`src/sv/rstree_pkg.sv`:
```
`default_nettype none
package rstree_pkg;

  // fixed field widths of the channels
  localparam int FIELD_W = 12;
  localparam int VIDX_W  = 5;
  localparam int COST_W  = 21;
  localparam int TOTAL_W = 26;

  // sign codes
  localparam logic [1:0] SIGN_POS = 2'd0;
  localparam logic [1:0] SIGN_NEG = 2'd1;

  typedef struct packed {
    logic [FIELD_W-1:0] row;
    logic [FIELD_W-1:0] column;
    logic [1:0]         sign;
    logic               border_present;
    logic [FIELD_W-1:0] border_row;
    logic [FIELD_W-1:0] border_column;
    logic               final_vertex;
  } load_item_t;

  typedef struct packed {
    logic               edge_valid;
    logic [VIDX_W-1:0]  from_vertex;
    logic [VIDX_W-1:0]  to_vertex;
    logic               to_border;
    logic [COST_W-1:0]  edge_cost;
    logic [TOTAL_W-1:0] total_cost;
    logic               overflow;
    logic               last_edge;
  } tree_item_t;

  // controller to datapath
  typedef struct packed {
    logic accept_en;
    logic run_start;
    logic bscan_start;
    logic pscan_start;
    logic take;
    logic relab_start;
    logic emit;
    logic emit_last;
    logic emit_empty;
    logic clear_set;
  } ctrl_cmd_t;

  // datapath to controller
  typedef struct packed {
    logic final_in;
    logic unbalanced;
    logic scan_busy;
    logic relab_busy;
    logic sqrt_busy;
    logic found;
    logic pend_valid;
    logic at_target;
    logic out_free;
  } ctrl_sts_t;

endpackage
`default_nettype wire

```
`src/sv/rstree_ctrl.sv`:
```
`default_nettype none
module rstree_ctrl (
  input  wire logic                  clk,
  input  wire logic                  rst,
  input  wire rstree_pkg::ctrl_sts_t sts,
  output rstree_pkg::ctrl_cmd_t      cmd
);
  import rstree_pkg::*;

  localparam logic [3:0] S_LOAD   = 4'd0;
  localparam logic [3:0] S_START  = 4'd1;
  localparam logic [3:0] S_BSCAN  = 4'd2;
  localparam logic [3:0] S_PSCAN  = 4'd3;
  localparam logic [3:0] S_DECIDE = 4'd4;
  localparam logic [3:0] S_EMIT   = 4'd5;
  localparam logic [3:0] S_TAKE   = 4'd6;
  localparam logic [3:0] S_SQRT   = 4'd7;
  localparam logic [3:0] S_RELAB  = 4'd8;
  localparam logic [3:0] S_FIN    = 4'd9;

  logic [3:0] state;
  logic [3:0] state_next;

  // next state and commands
  always_comb begin
    state_next = state;
    cmd        = '0;
    case (state)
      S_LOAD: begin
        cmd.accept_en = 1'b1;
        if (sts.final_in) begin
          state_next = S_START;
        end
      end
      S_START: begin
        cmd.run_start = 1'b1;
        if (sts.unbalanced) begin
          cmd.bscan_start = 1'b1;
          state_next      = S_BSCAN;
        end else begin
          cmd.pscan_start = 1'b1;
          state_next      = S_PSCAN;
        end
      end
      S_BSCAN: begin
        if (!sts.scan_busy) begin
          cmd.pscan_start = 1'b1;
          state_next      = S_PSCAN;
        end
      end
      S_PSCAN: begin
        if (!sts.scan_busy) begin
          state_next = S_DECIDE;
        end
      end
      S_DECIDE: begin
        if (!sts.found) begin
          state_next = S_FIN;
        end else if (sts.pend_valid) begin
          state_next = S_EMIT;
        end else begin
          state_next = S_TAKE;
        end
      end
      S_EMIT: begin
        if (sts.out_free) begin
          cmd.emit   = 1'b1;
          state_next = S_TAKE;
        end
      end
      S_TAKE: begin
        cmd.take   = 1'b1;
        state_next = S_SQRT;
      end
      S_SQRT: begin
        if (!sts.sqrt_busy) begin
          if (sts.at_target) begin
            state_next = S_FIN;
          end else begin
            cmd.relab_start = 1'b1;
            state_next      = S_RELAB;
          end
        end
      end
      S_RELAB: begin
        if (!sts.relab_busy) begin
          cmd.pscan_start = 1'b1;
          state_next      = S_PSCAN;
        end
      end
      S_FIN: begin
        if (sts.out_free) begin
          if (sts.pend_valid) begin
            cmd.emit      = 1'b1;
            cmd.emit_last = 1'b1;
          end else begin
            cmd.emit_empty = 1'b1;
          end
          cmd.clear_set = 1'b1;
          state_next    = S_LOAD;
        end
      end
      default: begin
        state_next = S_LOAD;
      end
    endcase
  end

  always_ff @(posedge clk) begin
    if (rst) begin
      state <= S_LOAD;
    end else begin
      state <= state_next;
    end
  end
endmodule
`default_nettype wire

```
`config.mk`:
```
export PLATFORM = sky130hd
export DESIGN_NAME = rstree_ctrl
export DESIGN_NICKNAME = d
export VERILOG_FILES = /design/src/sv/rstree_pkg.sv /design/src/sv/rstree_ctrl.sv
export SDC_FILE = /design/constraint.sdc
export NUM_CORES = 1
export LEC_CHECK = 0
export BUFFER_PORTS_ARGS = -buffer_cell sky130_fd_sc_hd__buf_2
export CELL_PAD_IN_SITES_DETAIL_PLACEMENT = 1
export CELL_PAD_IN_SITES_GLOBAL_PLACEMENT = 1
export CORE_UTILIZATION = 32
export CTS_CLUSTER_SIZE = 40
export DETAILED_ROUTE_END_ITERATION = 7
export GPL_TIMING_DRIVEN = 0
export HOLD_SLACK_MARGIN = 0.1
export PLACE_DENSITY = 0.88
export SYNTH_ARGS = -nofsm -noshare
export SYNTH_HDL_FRONTEND = slang
export SYNTH_SLANG_ARGS = --single-unit
```
`constraint.sdc`:
```
create_clock -name clk -period 4.4 [get_ports clk]
set_input_delay 0.44 -clock clk [delete_from_list [all_inputs] [get_ports clk]]
set_output_delay 0.44 -clock clk [all_outputs]
set_load 0.05 [all_outputs]
```
; Yosys cells after proc, flatten, opt, wreduce, memory -nomap -nowiden
; Cells that the tools add are included.
[word_totals]
elab_cells = 48
out_inout_bits = 10
reg_bits = 4
[op_classes]
eq_ne = 16
reduce_logical = 2
muxes = 29
[ops]
columns = cell, n
row1 = one-hot mux 4 bit (10 select lines), 1
row2 = two-way mux 4 bit, 9
row3 = == test 4 x 3 -> 1 bit (second input constant), 4
row4 = != test 2 bit (second input constant), 7
row5 = two-way mux 1 bit, 13
row6 = == test 4 x 2 -> 1 bit (second input constant), 2
row7 = == test 4 bit (second input constant), 2
row8 = AND reduction 7 bit, 1
row9 = two-way mux 2 bit, 3
row10 = == test 4 x 1 -> 1 bit (second input constant), 1
row11 = logical NOT 4 bit, 1
row12 = two-way mux 3 bit, 1
row13 = one-hot mux 1 bit (3 select lines), 1
row14 = one-hot mux 1 bit (2 select lines), 1

; Longest topological paths before layout
; Gate-level depths: netlist of run 1.
[depth]
ltp_word = 3
depth_mapped = 6
mapped_depth_nobuf = 4

; Least setup slack after synthesis of run 1
; OpenSTA, ideal clock, no wires.
[synth_path]
kind = register to output
startpoint = reg state[2]
endpoint = out cmd[1] (netlist name)
arrival_ns = 3.083
stages_incl_launch_ff = 5
path_slack_ns = 0.877
path_cell_list = dfxtp_1 > buf_6 > clkbuf_1 > nor4_1 > nor2b_1
[synth_rtl]
columns = element, line
row1 = start: declaration, rstree_ctrl.sv:21  ; logic [3:0] state;
row2 = start signal: assignment, rstree_ctrl.sv:113  ; state <= state_next;
row3 = end: declaration, rstree_ctrl.sv:6  ; output rstree_pkg::ctrl_cmd_t cmd

==> run metrics, run 1 <==
cell area after synthesis=475 um2; share of synthesized area occupied by flip-flops and latches=16.8%; upper clock frequency limit=0.456 GHz; global-route wire length before repair=2.57 mm; Die Outline Area=1640 um2; worst hold path depth=2; DRT iter0 DRCs=23; buffers added on ports=20; residual DRC count=0; global-route usage over all layers=23.9%; Filler Cells Inserted=186; Commonest cells post-synth=sky130_fd_sc_hd__a21oi_1, sky130_fd_sc_hd__nor2_1, sky130_fd_sc_hd__nand2b_1; gpl congestion=0.781; placement-stage cell area=594 um2; number of max-slew violations in the final report=0; ratio of total power to cell area=546 nW/um2; smallest hold slack=439 ps; vias in the first global route=587; min-delay src=rst; count of flip-flops with a built-in enable after synthesis=0; CTS Buffer Depth=2; WHS Endpoint=state[3]$_SDFFE_PP0P_; drt first pass iters=4; post-synth top area cell=sky130_fd_sc_hd__dfxtp_1; flip-flop count of the largest register, all copies and words added=4; overflow left after global routing=0; count of different cell masters after synthesis=31; antenna fix cells=0; static leakage=0.262 nW; Initial Utilization=35.6%; worst flop-to-flop path startpoint=state[2]$_SDFFE_PP0P_; clock tree from TritonCTS=done; worst reg2reg setup slack=2770 ps; Mapped Avg Cell Area=6.89 um2; register with the most flip-flops=state; clock root buffer=sky130_fd_sc_hd__clkbuf_4; final std cell area, no fill=617 um2; Slew Limit Headroom=70.5%; sinks on the clock net=4; num rows=13; worst reg2reg path endpoint=state[2]$_SDFFE_PP0P_; worst hold path class=in -> reg; post-synthesis sequential element count=4; number of hold violations in the final report=0; synthesized net count=80; Clock Pin Slew Worst Setup and Hold Paths=40 ps; largest registers=state (4); core area=1330 um2; Num CTS Buffers=3; post-CTS resize count=0; # hold bufs at CTS=0; data required time at the worst endpoint=3960 ps; leading register cell type out of synthesis=sky130_fd_sc_hd__dfxtp_1; Reg2Reg Depth=5; instance count of the mapped netlist=69; total routed wirelength=1.61 mm; vias post-DR=618; maximum number of pins on one net before global-route repair=11; Detailed Place HPWL=1.24 mm; fraction of layout instances using a drive strength above 1=32.6%; Async S/R FF share, synth=0%; post-DR wirelength/cell=15.0 um; crit share post-route=49.8%; RSZ-0062 raised after global routing=no; Worst path max stage delay=430 ps; share of Yosys cell area claimed by the top area cell type=16.8%; total of warnings raised by yosys=0; total negative slack for setup checks=0 ps; worst setup path startpoint=state[2]$_SDFFE_PP0P_; count leader, synth=sky130_fd_sc_hd__a21oi_1; vertical die dimension=40.5 um; antenna violations before repair=0; Post-Route Skew=5.68 ps; cell at the slowest stage of the critical path=sky130_fd_sc_hd__nor4_1; number of H-tree branching levels=1; count of antenna-violating nets left after detailed routing=0; outcome=finished clean; Worst VDD drop=185 uV; Setup crit start kind=flop; CP cell instances=buf_6 > clkbuf_1 > nor4_1 > nor2b_1 > buf_2; Max FO, Critical Path=10; kind of capture point of the worst setup path=primary output; Clk Latency, worst-skew pair=240 ps; type of the worst setup path=reg -> out; transition time at the pin with the least slew margin=442 ps; Area Growth Syn to Fin=29.7%; data arrival time of the worst path=1750 ps; Final setup viols=0; largest cells by area after synthesis=sky130_fd_sc_hd__dfxtp_1, sky130_fd_sc_hd__a21oi_1, sky130_fd_sc_hd__nand2b_1; nets@finish=105; Die X-Extent=40.5 um; IO Count=21; maxcap violations=0; min cycle time layout=2190 ps; vias per cell=5.78; Post CTS Setup Buffer Count=0
cells in the final DEF, fill, tap and decap left out, drive strengths merged, types with 2 or more instances in the layout:
cell type,n
a211o,2
nand4,2
or3,3
nor3,2
nand3,2
nor2b,2
inv,4
clkbuf,6
dfxtp,4
and2,2
buf,22
nand2,2
nor2,6
a21oi,9
nand2b,5
nor4,4
o21ai,4
per-stage QoR:
| stage | cells | setup slack (ps) | utilization [%] | power [mW] |
|---|---|---|---|---|
| global route | 107 | 2030 | 46.2 | 0.367 |
| CTS | 107 | 2190 | 46.2 | 0.338 |
| finish | 107 | 2210 | 46.2 | 0.337 |
| detailed placement | 104 | 2450 | 44.6 | 0.287 |
| floorplan | 69 | 877 | - | 0.233 |
| global placement | 104 | 2520 | 44.6 | 0.281 |
kinds of logic (layout without fill, tap and decap cells):
| kind of cell | count (synthesis) | in the layout | share of synthesized area [%] |
|---|---|---|---|
| buf+inv | 9 | 32 | 8.95 |
| simple gates | 32 | 32 | 38.7 |
| compound gates | 23 | 23 | 33.7 |
| flops | 4 | 4 | 16.8 |
| xor+xnor | 1 | 1 | 1.84 |
worst max-delay path, delay by kind of cell, from the launching register on:
kind | cells | cell delay, ps
buffers and inverters | 3 | 600
flip-flops | 1 | 300
AND/OR/NAND/NOR | 2 | 600
cell type report:
class                   instances  area [um2]  area share [%]
multi-input cells              56         353            57.2
clock buffers                   3        22.5            3.65
inverters                       4        15.0            2.43
repair buffers                 20         100            16.2
plain buffers                   5        27.5            4.46
flip-flops and latches          4        80.1            13.0
well taps                      15        18.8            3.04
how the worst max path moves through the flow:
stage / end / cells past startpoint
finish: cmd[1] / 5
global route: cmd[2] / 5
CTS: cmd[1] / 5
detailed placement: cmd[1] / 5
global placement: cmd[1] / 5
floorplan: cmd[1] / 4
routing by layer:
metal,GRT usage [%],wire [um],up-vias
li1,-,-,302
met2,40.5,768,23
met4,6.67,14,0
met3,8.89,93,2
met5,0,0,-
met1,27.7,732,291
where the power goes:
part	leakage, nW	switching (mW)	internal [mW]
Clock	0.0138	0.0164	0.0306
Sequential	0.0327	0.0144	0.0458
Combinational	0.216	0.161	0.0688
Total	0.262	0.192	0.145
Note: power is estimated with default switching activity, not from simulation.
==> run 2, diff against run 1 <==
ABC_AREA = 1   (was not set)
CORE_UTILIZATION = 25   (was 32)
PLACE_DENSITY = 0.79   (was 0.88)
clock period = 1.78 ns   (was 4.4 ns; I/O delays follow)
==> run metrics, run 2 <==
largest cells by area after synthesis=sky130_fd_sc_hd__nand2_1, sky130_fd_sc_hd__dfxtp_1, sky130_fd_sc_hd__nand3_1; cell at the slowest stage of the critical path=sky130_fd_sc_hd__dfxtp_4; buffers added on ports=20 (unchanged); share of Yosys cell area claimed by the top area cell type=17.3% (+0.48 points); RSZ-0062 raised after global routing=no; final core utilization=40.9% (-5.4 points); residual DRC count=0 (unchanged); Mapped Avg Cell Area=5.42 um2 (-21%); min cycle time layout=1690 ps; nets@finish=124 (+18%); overflow left after global routing=0 (unchanged); Clk Latency, worst-skew pair=240 ps (about the same); total routed wirelength=1.50 mm (-6.7%); Final setup viols=0 (unchanged); count of different cell masters after synthesis=18 (-42%); share of synthesized cell area in full adder, half adder and majority cells=0% (unchanged); vias in the first global route=641 (+9.2%); clock tree from TritonCTS=done; # hold bufs at CTS=0 (unchanged); Die X-Extent=45.7 um (+13%); data arrival time of the worst path=1510 ps (-240 ps); Commonest cells post-synth=sky130_fd_sc_hd__nand2_1, sky130_fd_sc_hd__inv_1, sky130_fd_sc_hd__nand3_1; number of max-slew violations in the final report=0 (unchanged); Internal Dissipation=0.388 mW (+170%); post-DR wirelength/cell=11.0 um (-27%); Setup crit start kind=flop; core area=1760 um2 (+32%); placement-stage cell area=648 um2 (+9.1%); flip-flop count of the largest register, all copies and words added=4 (unchanged); synthesized net count=99 (+24%); num rows=15 (+2); count of flip-flops with a built-in enable after synthesis=0 (unchanged); most common cell after layout, fill and taps aside=sky130_fd_sc_hd__nand2_1; Detailed Place HPWL=1.27 mm (+1.9%); transition time at the pin with the least slew margin=375 ps (-67.1 ps); fraction of layout instances using a drive strength above 1=42.3% (+9.7 points); net switching power of the design=0.567 mW (+200%); Max FO, Critical Path=6 (-4); Reg2Reg Depth=8 (+3); compound-gate portion of the synthesized area=10.2% (-23 points); largest registers=state (4); leading register cell type out of synthesis=sky130_fd_sc_hd__dfxtp_1; total power after layout=0.955 mW (+180%); Worst VDD drop=445 uV (+140%); DRT iter0 DRCs=10 (-57%); count leader, synth=sky130_fd_sc_hd__nand2_1; CP cell instances=inv_1 > nor2_4 > nand2_1 > nor2_4 > inv_1 > o22ai_2 > buf_6; IO Count=21 (unchanged); outcome=finished clean; cell area after synthesis=477 um2 (+0.26%); dominant combinational cell family by area after synthesis=simple AND/OR/NAND/NOR gates; ratio of total power to cell area=1330 nW/um2 (+140%); static leakage=0.364 nW (+39%); gpl congestion=0.828 (+6.1%); Initial Utilization=27.0% (-8.6 points); fraction of power spent switching nets=59.3% (+2.4 points); total of warnings raised by yosys=0 (unchanged); count of antenna-violating nets left after detailed routing=0 (unchanged); maxcap violations=0 (unchanged); maximum number of pins on one net before global-route repair=10 (-1); share of synthesized area occupied by flip-flops and latches=16.8% (-0.044 points); number of H-tree branching levels=1 (unchanged); instance count of the mapped netlist=88 (+28%); CTS Buffer Depth=2 (unchanged); worst hold path depth=2 (unchanged); crit share post-route=95.1%; sinks on the clock net=4 (unchanged); Clock Pin Slew Worst Setup and Hold Paths=40 ps (about the same); type of the worst setup path=reg -> out; Num CTS Buffers=3 (unchanged); smallest hold slack=132 ps (-307 ps); Die Outline Area=2090 um2 (+27%); Async S/R FF share, synth=0% (unchanged); vias per cell=4.64 (-20%); portion of total power attributed to combinational logic=67.7% (-0.5 points); XOR/XNOR Fraction of Synth Area=0% (-1.8 points); number of hold violations in the final report=0 (unchanged); Area Growth Syn to Fin=51.2%; most frequent cells in the layout=sky130_fd_sc_hd__nand2_1, sky130_fd_sc_hd__inv_1, sky130_fd_sc_hd__buf_2; vertical die dimension=45.7 um (+13%); kind of capture point of the worst setup path=primary output; post-synth top area cell=sky130_fd_sc_hd__nand2_1; mux contribution to synthesized area=0% (unchanged); worst hold path class=in -> reg; Slew Limit Headroom=75.0% (+4.4 points); post-CTS resize count=8 (+8); antenna fix cells=0 (unchanged); portion of total power attributed to the clock network=12.5% (-1.4 points); antenna violations before repair=0 (unchanged); final std cell area, no fill=721 um2 (+17%); drt first pass iters=4 (unchanged); part of the power in registers=19.8% (+1.9 points); Worst path max stage delay=400 ps (-30 ps); global-route wire length before repair=2.68 mm (+4.6%); data required time at the worst endpoint=1600 ps (-2360 ps); share of synthesized cell area in and, or, nand and nor gates=59.6% (+21 points); Post CTS Setup Buffer Count=0 (unchanged); Post-Route Skew=4.55 ps (-1.13 ps); upper clock frequency limit=0.591 GHz; post-synthesis sequential element count=4 (unchanged); register with the most flip-flops=state; vias post-DR=631 (+2.1%); global-route usage over all layers=17.5% (-6.4 points); clock root buffer=sky130_fd_sc_hd__clkbuf_4
-- run 2: cell count changes after synthesis, moves of 4 or more --
cell	previous run	this run
sky130_fd_sc_hd__nand2_1	2	22
sky130_fd_sc_hd__inv_1	4	15
sky130_fd_sc_hd__nand3_1	2	13
sky130_fd_sc_hd__a21oi_1	8	3
sky130_fd_sc_hd__nand2b_1	5	0
sky130_fd_sc_hd__nor2_1	6	11
sky130_fd_sc_hd__nand2_2	0	4
-- run 2: cell families after synthesis --
kind of cell / count (synthesis)
AND/OR/NAND/NOR: 59
flip-flops: 4
AO/OA/AOI/OAI: 8
buffers and inverters: 17
-- run 2: worst paths after layout --
path | startpoint | slack [ps] | to
setup / recovery | state[3]$_SDFFE_PP0P_ | 90 | cmd[3]
hold / removal | rst | 130 | state[0]$_SDFFE_PP0P_
setup reg to reg | state[1]$_SDFFE_PP0P_ | 400 | state[0]$_SDFFE_PP0P_
hold reg to reg | state[3]$_SDFFE_PP0P_ | 530 | state[3]$_SDFFE_PP0P_
-- run 2: area by class of cell --
type / instances / area, um2
clock buffer: 3 / 22.5
fill: 258 / 1040
inverter: 17 / 63.8
multi-input combinational: 67 / 398
sequential: 4 / 88.8
tap: 25 / 31.3
timing repair buffer: 20 / 116
-- run 2: worst max-delay path, delay by kind of cell (launching register included) --
family                 cells  cell delay, ps
AO/OA/AOI/OAI              1             140
buffers and inverters      3             390
AND/OR/NAND/NOR            3             330
flip-flops                 1             400
-- run 2: per-stage QoR --
| step | instances | setup WS, ps | TNS, ps |
|---|---|---|---|
| finish | 136 | 87.3 | 0 |
| global route | 136 | 1.08 | 0 |
| CTS | 136 | 11.6 | 0 |
| detailed placement | 133 | 39.7 | 0 |
| global placement | 133 | 109 | 0 |
| floorplan | 88 | -113 | -113 |
-- run 2: power groups by stage --
stage | clock network, mW | logic [mW] | registers, mW
after floorplan | 0 | 0.493 | 0.156
after global placement | 0 | 0.609 | 0.168
after detailed placement | 0 | 0.626 | 0.170
after CTS | 0.122 | 0.631 | 0.172
after global routing | 0.126 | 0.713 | 0.198
final | 0.119 | 0.647 | 0.189
-- run 2: metal layers --
layer	global-route usage, %	vias up	wire length, um
met2	31.4	16	743
met1	20.7	285	668
met5	0	-	0
met4	6.06	0	31
met3	2.78	4	58
li1	-	326	-
==> run 3, diff against run 2 <==
CORE_MARGIN = 2   (was not set)
PLACE_DENSITY = not set   (was 0.79)
PLACE_DENSITY_LB_ADDON = 0.3   (was not set)
==> run metrics, run 3 (synthesis results as in run 2) <==
outcome=finished clean; most common cell after layout, fill and taps aside=sky130_fd_sc_hd__nand2_1; Die X-Extent=47.7 um (+4.4%); antenna violations before repair=0 (unchanged); static leakage=0.362 nW (-0.55%); vias in the first global route=605 (-5.6%); vias per cell=4.60 (-0.95%); vias post-DR=625 (-0.95%); antenna fix cells=0 (unchanged); global-route usage over all layers=15.5% (-2.1 points); Post-Route Skew=2.05 ps (-2.50 ps); number of max-slew violations in the final report=0 (unchanged); overflow left after global routing=0 (unchanged); crit share post-route=92.1% (-3.0 points); residual DRC count=0 (unchanged); kind of capture point of the worst setup path=primary output; upper clock frequency limit=0.610 GHz (+3.3%); maximum number of pins on one net before global-route repair=10 (unchanged); data required time at the worst endpoint=1600 ps (about the same); gpl congestion=0.746 (-9.9%); nets@finish=124 (unchanged); worst reg2reg setup slack=370 ps (-30 ps); worst setup path startpoint=state[3]$_SDFFE_PP0P_; global-route wire length before repair=2.54 mm (-5.4%); count of antenna-violating nets left after detailed routing=0 (unchanged); CP cell instances=inv_1 > nor2_4 > nand2_2 > nor2_4 > inv_1 > o22ai_2 > buf_6; RSZ-0062 raised after global routing=no; ratio of total power to cell area=1310 nW/um2 (-0.86%); Initial Utilization=27.0% (unchanged); transition time at the pin with the least slew margin=370 ps (-4.37 ps); flip-flop count of the largest register, all copies and words added=4 (unchanged); IO Count=21 (unchanged); largest registers=state (4); sinks on the clock net=4 (unchanged); Max FO, Critical Path=6 (unchanged); Clk Latency, worst-skew pair=230 ps (about the same); Area Growth Syn to Fin=49.6%; cell at the slowest stage of the critical path=sky130_fd_sc_hd__dfxtp_2; DRT iter0 DRCs=1 (-9); type of the worst setup path=reg -> out; Slew Limit Headroom=75.3% (+0.29 points); register with the most flip-flops=state; total power after layout=0.937 mW (-1.9%); Worst path max stage delay=400 ps (about the same); Final setup viols=0 (unchanged); number of hold violations in the final report=0 (unchanged); Die Outline Area=2270 um2 (+9.0%); number of H-tree branching levels=1 (unchanged); worst flop-to-flop path startpoint=state[1]$_SDFFE_PP0P_; clock tree from TritonCTS=done; Setup crit start kind=flop; worst reg2reg path endpoint=state[2]$_SDFFE_PP0P_; Num CTS Buffers=3 (unchanged); Detailed Place HPWL=1.27 mm (+0.17%); post-DR wirelength/cell=11.3 um (+1.9%); worst hold path class=in -> reg; clock root buffer=sky130_fd_sc_hd__clkbuf_4; fraction of layout instances using a drive strength above 1=43.2% (+0.90 points); buffers added on ports=20 (unchanged); maxcap violations=0 (unchanged); total routed wirelength=1.53 mm (+1.9%); drt first pass iters=2 (-2); data arrival time of the worst path=1460 ps (-50 ps); Critical Path Sink=cmd[3]; final core utilization=40.4% (-0.43 points); Filler Cells Inserted=263 (+1.9%); min cycle time layout=1640 ps (-53.4 ps); num rows=15 (unchanged); core area=1760 um2 (unchanged); vertical die dimension=47.7 um (+4.4%); Clock Pin Slew Worst Setup and Hold Paths=40 ps (about the same); Worst VDD drop=537 uV (+21%); CTS Buffer Depth=2 (unchanged); Reg2Reg Depth=6 (-2); most frequent cells in the layout=sky130_fd_sc_hd__nand2_1, sky130_fd_sc_hd__inv_1, sky130_fd_sc_hd__buf_2
[run 3: cell counts in the layout (fill, tap and decap cells not counted)]
No cell type changed its count.
[run 3: worst min-delay path by stage]
stage               startpoint                     to  slack, ps  cells past startpoint
finish                     rst  state[0]$_SDFFE_PP0P_        160                      2
global placement           rst  state[0]$_SDFFE_PP0P_        390                      2
global route               rst  state[0]$_SDFFE_PP0P_        170                      2
CTS                        rst  state[0]$_SDFFE_PP0P_        150                      2
floorplan                  rst  state[0]$_SDFFE_PP0P_        240                      1
detailed placement         rst  state[0]$_SDFFE_PP0P_        390                      2
[run 3: metal layers]
layer | GRT usage [%] | share of wire (%)
met1 | 21.3 | 47
met2 | 27.0 | 49
met5 | 0 | 0
met3 | 0.377 | 3.7
met4 | 3.24 | 0
[run 3: layout make-up]
cell class | instances | area [um2] | share of cell area (%)
inverter | 17 | 63.8 | 8.95
clock buffer | 3 | 22.5 | 3.16
sequential | 4 | 83.8 | 11.8
multi-input combinational | 67 | 395 | 55.4
timing repair buffer | 20 | 116 | 16.3
tap | 25 | 31.3 | 4.39
[run 3: worst max-delay path, delay by kind of cell (launching register included)]
family / cells / cell delay (ps)
compound gates: 1 / 120
flops: 1 / 400
simple gates: 3 / 310
buf+inv: 3 / 390
[run 3: timing repair]
| item | 4_1_cts | 5_1_grt |
|---|---|---|
| gates resized for setup | 7 | 9 |
| hold buffers | 0 | 0 |
| buffers inserted | 0 | 0 |
| endpoints found under the setup margin | 4 | 4 |
[run 3: power breakdown]
part	switching, mW	total [mW]	internal, mW
Sequential	0.0639	0.182	0.118
Combinational	0.454	0.644	0.190
Clock	0.0350	0.110	0.0753
Total	0.553	0.937	0.384
[run 3: metrics by stage]
step	TNS, ps	area [um2]	hold slack (ps)	setup WS, ps	std cells
after global routing	0	713	169	29.8	136
after CTS	0	686	151	23.7	136
after global placement	0	648	386	111	133
after floorplan	-113	517	240	-113	88
after detailed placement	0	648	394	62.4	133
final	0	713	159	141	136
